==> config.mk <==
export PLATFORM = sky130hd
export DESIGN_NAME = lag_row_rule
export DESIGN_NICKNAME = d
export VERILOG_FILES = /design/src/sv/lag_pkg.sv /design/src/sv/lag_row_rule.sv
export SDC_FILE = /design/constraint.sdc
export NUM_CORES = 1
export LEC_CHECK = 0
export BUFFER_PORTS_ARGS = -buffer_cell sky130_fd_sc_hd__buf_2
export CAP_MARGIN = 0
export CORE_ASPECT_RATIO = 0.8
export CORE_MARGIN = 2
export CORE_UTILIZATION = 45
export DETAILED_ROUTE_END_ITERATION = 8
export GPL_TIMING_DRIVEN = 0
export PLACE_DENSITY_LB_ADDON = 0.25
export SETUP_SLACK_MARGIN = 0.3
export SLEW_MARGIN = 0
export SYNTH_ARGS = -nofsm -noshare
export SYNTH_HDL_FRONTEND = slang
export SYNTH_SLANG_ARGS = --single-unit
==> constraint.sdc <==
create_clock -name vclk -period 12.1
set_clock_uncertainty 0.15 [all_clocks]
set_input_delay 1.21 -clock vclk [all_inputs]
set_output_delay 1.21 -clock vclk [all_outputs]
set_load 0.02 [all_outputs]
==> src/sv/lag_pkg.sv <==
// Shared types and codes for the life automaton generation block.
// No dependencies; compiled first.
package lag_pkg;

  localparam int unsigned CMD_W   = 2;
  localparam int unsigned COORD_W = 6;
  localparam int unsigned BOUND_W = 4;
  localparam int unsigned CFG_W   = 2;
  localparam int unsigned COUNT_W = 4;

  typedef enum logic [CMD_W-1:0] {
    CMD_WRITE   = 2'd0,
    CMD_READ    = 2'd1,
    CMD_ADVANCE = 2'd2,
    CMD_NONE    = 2'd3
  } cmd_t;

  typedef enum logic [CFG_W-1:0] {
    REG_SURVIVE_LOW  = 2'd0,
    REG_SURVIVE_HIGH = 2'd1,
    REG_BIRTH_LOW    = 2'd2,
    REG_BIRTH_HIGH   = 2'd3
  } cfg_idx_t;

  typedef struct packed {
    logic [BOUND_W-1:0] survive_low;
    logic [BOUND_W-1:0] survive_high;
    logic [BOUND_W-1:0] birth_low;
    logic [BOUND_W-1:0] birth_high;
  } bounds_t;

  typedef enum logic [1:0] {
    ST_IDLE,
    ST_CELL,
    ST_GEN,
    ST_FIN
  } state_t;

endpackage

==> src/sv/lag_row_rule.sv <==
// Next-generation rule for one grid row from its three-row window.
// Depends on lag_pkg.
module lag_row_rule import lag_pkg::*; #(
  parameter int unsigned COLS = 64
) (
  input  logic [COLS-1:0] above,
  input  logic [COLS-1:0] cur,
  input  logic [COLS-1:0] below,
  input  bounds_t         bounds,
  output logic [COLS-1:0] next_row
);

  logic [COLS+1:0] pa, pc, pb;

  assign pa = {1'b0, above, 1'b0};
  assign pc = {1'b0, cur,   1'b0};
  assign pb = {1'b0, below, 1'b0};

  for (genvar c = 0; c < COLS; c++) begin : g_col
    logic [COUNT_W-1:0] n;
    assign n = COUNT_W'(pa[c]) + COUNT_W'(pa[c+1]) + COUNT_W'(pa[c+2])
             + COUNT_W'(pc[c]) + COUNT_W'(pc[c+2])
             + COUNT_W'(pb[c]) + COUNT_W'(pb[c+1]) + COUNT_W'(pb[c+2]);
    assign next_row[c] = cur[c] ? (n >= bounds.survive_low && n <= bounds.survive_high)
                                : (n >= bounds.birth_low && n <= bounds.birth_high);
  end

endmodule
# [Yosys cells after proc, flatten, opt, wreduce, memory -nomap -nowiden]
# Index checks and enable logic that the tools add are counted.
# W data, S select, Z words.
[word_totals] word_cells=889 regBits=0 input_bits=208
[classes] reduce_logical=128 order_cmp=256 n_addsub=441 n_mux=64
[op_table] cell="$add A4 B1 Y4" n=252
[op_table] cell="$ge A4 B4 Y1" n=128
[op_table] cell="$le A4 B4 Y1" n=128
[op_table] cell="$add A3 B1 Y4" n=63
[op_table] cell="$add A2 B1 Y3" n=63
[op_table] cell="$logic_and A1 B1 Y1" n=128
[op_table] cell="$add A1 B1 Y2" n=63
[op_table] cell="$mux W1" n=64

# [Depth between registers and ports, before layout]
[logic_depth] ltp_word=10 mapped_depth=13 depth_no_buf=13

# [Worst setup path before layout]
# No wires, ideal clock.
[synth_path] path_kind="in2out" startpoint="input above[54]" endpoint="output next_row[55]" stages=13 slack_ns=6.189 required_time_ns=10.740 t_arrival_ns=4.551 path_cell_list="inv_1 fa_1 fa_1 fa_1 inv_1 ha_1 fa_1 xor2_1 ha_1 a211oi_1 o21ai_0 a21oi_1 a32o_1"
[synth_between] elab_chain_cells=10 word_cells_on_any_way=14 classes_between="add/sub (7); order compare (4); mux (1); reduce/logical (2)"
[synth_rtl] item="start, declared" line="lag_row_rule.sv:6" rtl="input logic [COLS-1:0] above,"
[synth_rtl] item="$add A1 B1 Y2 (*)" line="lag_row_rule.sv:21" rtl="assign n = COUNT_W'(pa[c]) + COUNT_W'(pa[c+1]) + COUNT_W'(pa[c+2])"
[synth_rtl] item="$add A2 B1 Y3 (*)" line="lag_row_rule.sv:21"
[synth_rtl] item="$add A3 B1 Y4 (*)" line="lag_row_rule.sv:22" rtl="+ COUNT_W'(pc[c]) + COUNT_W'(pc[c+2])"
[synth_rtl] item="$add A4 B1 Y4 (*)" line="lag_row_rule.sv:22"
[synth_rtl] item="$add A4 B1 Y4 (*) (3 in a row)" line="lag_row_rule.sv:23" rtl="+ COUNT_W'(pb[c]) + COUNT_W'(pb[c+1]) + COUNT_W'(pb[c+2]);"
[synth_rtl] item="$ge A4 B4 Y1, or another cell as far along" line="lag_row_rule.sv:25" rtl=": (n >= bounds.birth_low && n <= bounds.birth_high);"
[synth_rtl] item="$logic_and A1 B1 Y1, on equally long branches" line="lag_row_rule.sv:25, lag_row_rule.sv:24"
[synth_rtl] item="$mux W1 (*)" line="lag_row_rule.sv:24" rtl="assign next_row[c] = cur[c] ? (n >= bounds.survive_low && n <= bounds.survive_high)"
[synth_rtl] item="end, declared" line="lag_row_rule.sv:10" rtl="output logic [COLS-1:0] next_row"
# Mark *: on every way between the ends. The rest lies on a longest branch, timed or not.

# [Worst setup path in the final report]
[layout_path] startpoint="input cur[18]" endpoint="output next_row[19]"
[layout_between] elab_chain_cells=8 word_cells_on_any_way=12 classes_between="add/sub (5); order compare (4); mux (1); reduce/logical (2)"
[layout_rtl] item="start, declared" line="lag_row_rule.sv:7" rtl="input logic [COLS-1:0] cur,"
[layout_rtl] item="$add A3 B1 Y4 (*)" line="lag_row_rule.sv:22"
[layout_rtl] item="$add A4 B1 Y4 (*)" line="lag_row_rule.sv:22"
[layout_rtl] item="$add A4 B1 Y4 (*) (3 in a row)" line="lag_row_rule.sv:23"
[layout_rtl] item="$ge A4 B4 Y1, or another cell as far along" line="lag_row_rule.sv:25"
[layout_rtl] item="$logic_and A1 B1 Y1, on equally long branches" line="lag_row_rule.sv:25, lag_row_rule.sv:24"
[layout_rtl] item="$mux W1 (*)" line="lag_row_rule.sv:24"
# Marked as above.

==> impl_metrics.csv <==
group,metric,value,unit
worst_setup_path,cp.arrival,5.16,ns
floorplan,die_y,243.8,um
clock_tree,hold_buffers,0,
timing,max_freq,153.4,MHz
placement,gp_congestion,0.8143,
timing,setup_violations,0,
power_and_ir_drop,ir_drop,0.00008470,V
worst_setup_path,crit_top_cell,"fa_1",
logic_synthesis,synth_area_leaders,"ha_1 (47%), fa_1 (16%), inv_1 (8.8%), a21oi_1 (3.7%), o21bai_1 (2.9%)",
placement,pre_cts_slack,5.565,ns
final_layout,syn_to_final_growth,9.308,%
final_layout,fillers,6744,
logic_synthesis,synth_most_common_cell,"ha_1",
worst_setup_path,required,10.74,ns
floorplan,start_util,0.4571,
floorplan,fp.coreArea,70760,um^2
worst_setup_path,cp_max_fo,4,
grt,grt_pass1_wl,139900,um
clock_tree,cts_resized,0,
logic_synthesis,yosys_warnings,0,
clock_tree,cts_setup_buffers,0,
final_layout,nClkBuffers,0,
detailed_routing,initialDrtViolationCount,1256,
power_and_ir_drop,p_leak,19.36,nW
flow_run,timing.max_cap.violations,0,
timing,finalCriticalPeriod,6.517,ns
grt,grt_max_degree,48,
final_layout,final_util,0.4996,
floorplan,num_rows,87,
timing,maxSlewHeadroom,0.4965,
grt,first_global_vias,25940,
grt,overflow,0,
timing,post-route-period-util,0.5386,
logic_synthesis,synth_top_area_cell,"ha_1",
worst_setup_path,path_cells,"buf_2, inv_1, fa_1, fa_1, fa_1, inv_1, ha_1, fa_1, xor2_1, ha_1, a21oi_1, o221ai_1, a21oi_1, a32o_1, buf_2",
logic_synthesis,netlist_instances,3553,
timing,fin_tns_setup,0,ns
final_layout,fin_area,35350,um^2
final_layout,register_area,0,um^2
logic_synthesis,syn_area_per_cell,9.102,um^2
floorplan,die_area,74040,um^2
timing,rsz0062_at_grt,"no",
timing,fin_ws,5.583,ns
logic_synthesis,ys_types,29,
logic_synthesis,synth_area,32340,um^2
timing,drv_slew,0,
placement,portBuffers,272,
worst_setup_path,start_kind,"input port",
worst_setup_path,worst_path_largest_cell_delay,0.49,ns
floorplan,io_pins,272,
power_and_ir_drop,powerDensity,123.1,nW/um^2
logic_synthesis,synth_top_area_frac,0.4658,
detailed_routing,first_pass_iters,7,
logic_synthesis,ys_seq_area_frac,0,
logic_synthesis,synth_nets,5217,
worst_setup_path,cpMaxStageDelayCell,"fa_1",
logic_synthesis,synth_common_cells,"ha_1 (1204), inv_1 (755), fa_1 (252)",
timing,finalHoldViolCount,0,
detailed_routing,via_count,26440,
floorplan,die_w,303.7,um
placement,hpwl,66560,um
detailed_routing,drcViolationCount,0,
placement,place_area,35350,um^2
grt,grtUsageTotal,0.2315,
final_layout,drive_above_1_share,0.1104,
final_layout,multiInputGateArea,29510,um^2
detailed_routing,wirelength,86350,um
min_path,min_path_type,"in2out",
final_layout,finalNetCount,5507,
timing,hold_ws,2.669,ns
final_layout,n_antenna_cell,0,
timing,tightest_slew,0.7553,ns
detailed_routing,vias_per_cell,5.536,
grt,grt_antenna_before_repair,2,
run_status,status,"completed",
detailed_routing,final_antenna_net_count,0,
worst_setup_path,critPathCaptureType,"output port",
detailed_routing,wl_per_cell,18.08,um
worst_setup_path,critPathKind,"in2out",
final_layout,seq_cells,0,
-- layer usage --
metal | up-vias | part of all wire | track usage
met1 | 12430 | 0.50 | 0.3397
met3 | 60 | 0.037 | 0.01105
met2 | 512 | 0.45 | 0.3876
li1 | 13440 | - | -
met5 | - | 0.00025 | 0
met4 | 4 | 0.0078 | 0.02063
-- cells in the final DEF, fill, tap and decap left out, drive strengths merged, types with 7 or more instances in the layout --
cell and instances:
o22ai 124, o21ai 134, xor2 61, ha 1204
nand2 14, o22a 7, fa 252, nand2b 128
nor2b 66, nand3 117, o221ai 55, a211oi 134
buf 288, a21oi 241, o21bai 124, a32o 62
inv 755, nand4 55
-- logic make-up after synthesis --
| kind of cell | Yosys count | share of synthesized area |
|---|---|---|
| buffers and inverters | 755 | 0.08763 |
| XOR/XNOR | 62 | 0.01679 |
| AND/OR/NAND/NOR | 386 | 0.08329 |
| adder cells (fa/ha/maj) | 1456 | 0.6218 |
| AO/OA/AOI/OAI | 894 | 0.1905 |
-- worst paths after layout --
path	to	cells after the start	from	slack, ns
worst max-delay path	next_row[19]	15	cur[18]	5.58
worst min-delay path	next_row[53]	3	cur[53]	2.67
-- final cells by class --
class | count | share of cell area
tap | 934 | 0.03306
multi-input combinational | 2798 | 0.8347
inverter | 755 | 0.08102
timing repair buffer | 288 | 0.05125
-- per-stage QoR --
step	std cells	total power [mW]
final	4775	4.353
after global placement	4759	4.170
after detailed placement	4775	4.336
after floorplan	3553	3.302
after global routing	4775	5.039
after CTS	4775	4.354
-- critical path: cells and delay by family --
kind / cells / cell delay [ns]
adders and majority gates: 6 / 2.34
AOI/OAI and AO/OA: 4 / 0.72
buffers and inverters: 4 / 0.53
xor gates and xnor gates: 1 / 0.36
-- report_power, final --
| group | switching [mW] | internal [mW] |
|---|---|---|
| registers | 0 | 0 |
| clock network | 0 | 0 |
| logic | 2.41 | 1.95 |
| total | 2.41 | 1.95 |
(Power assumes the default switching activity.)
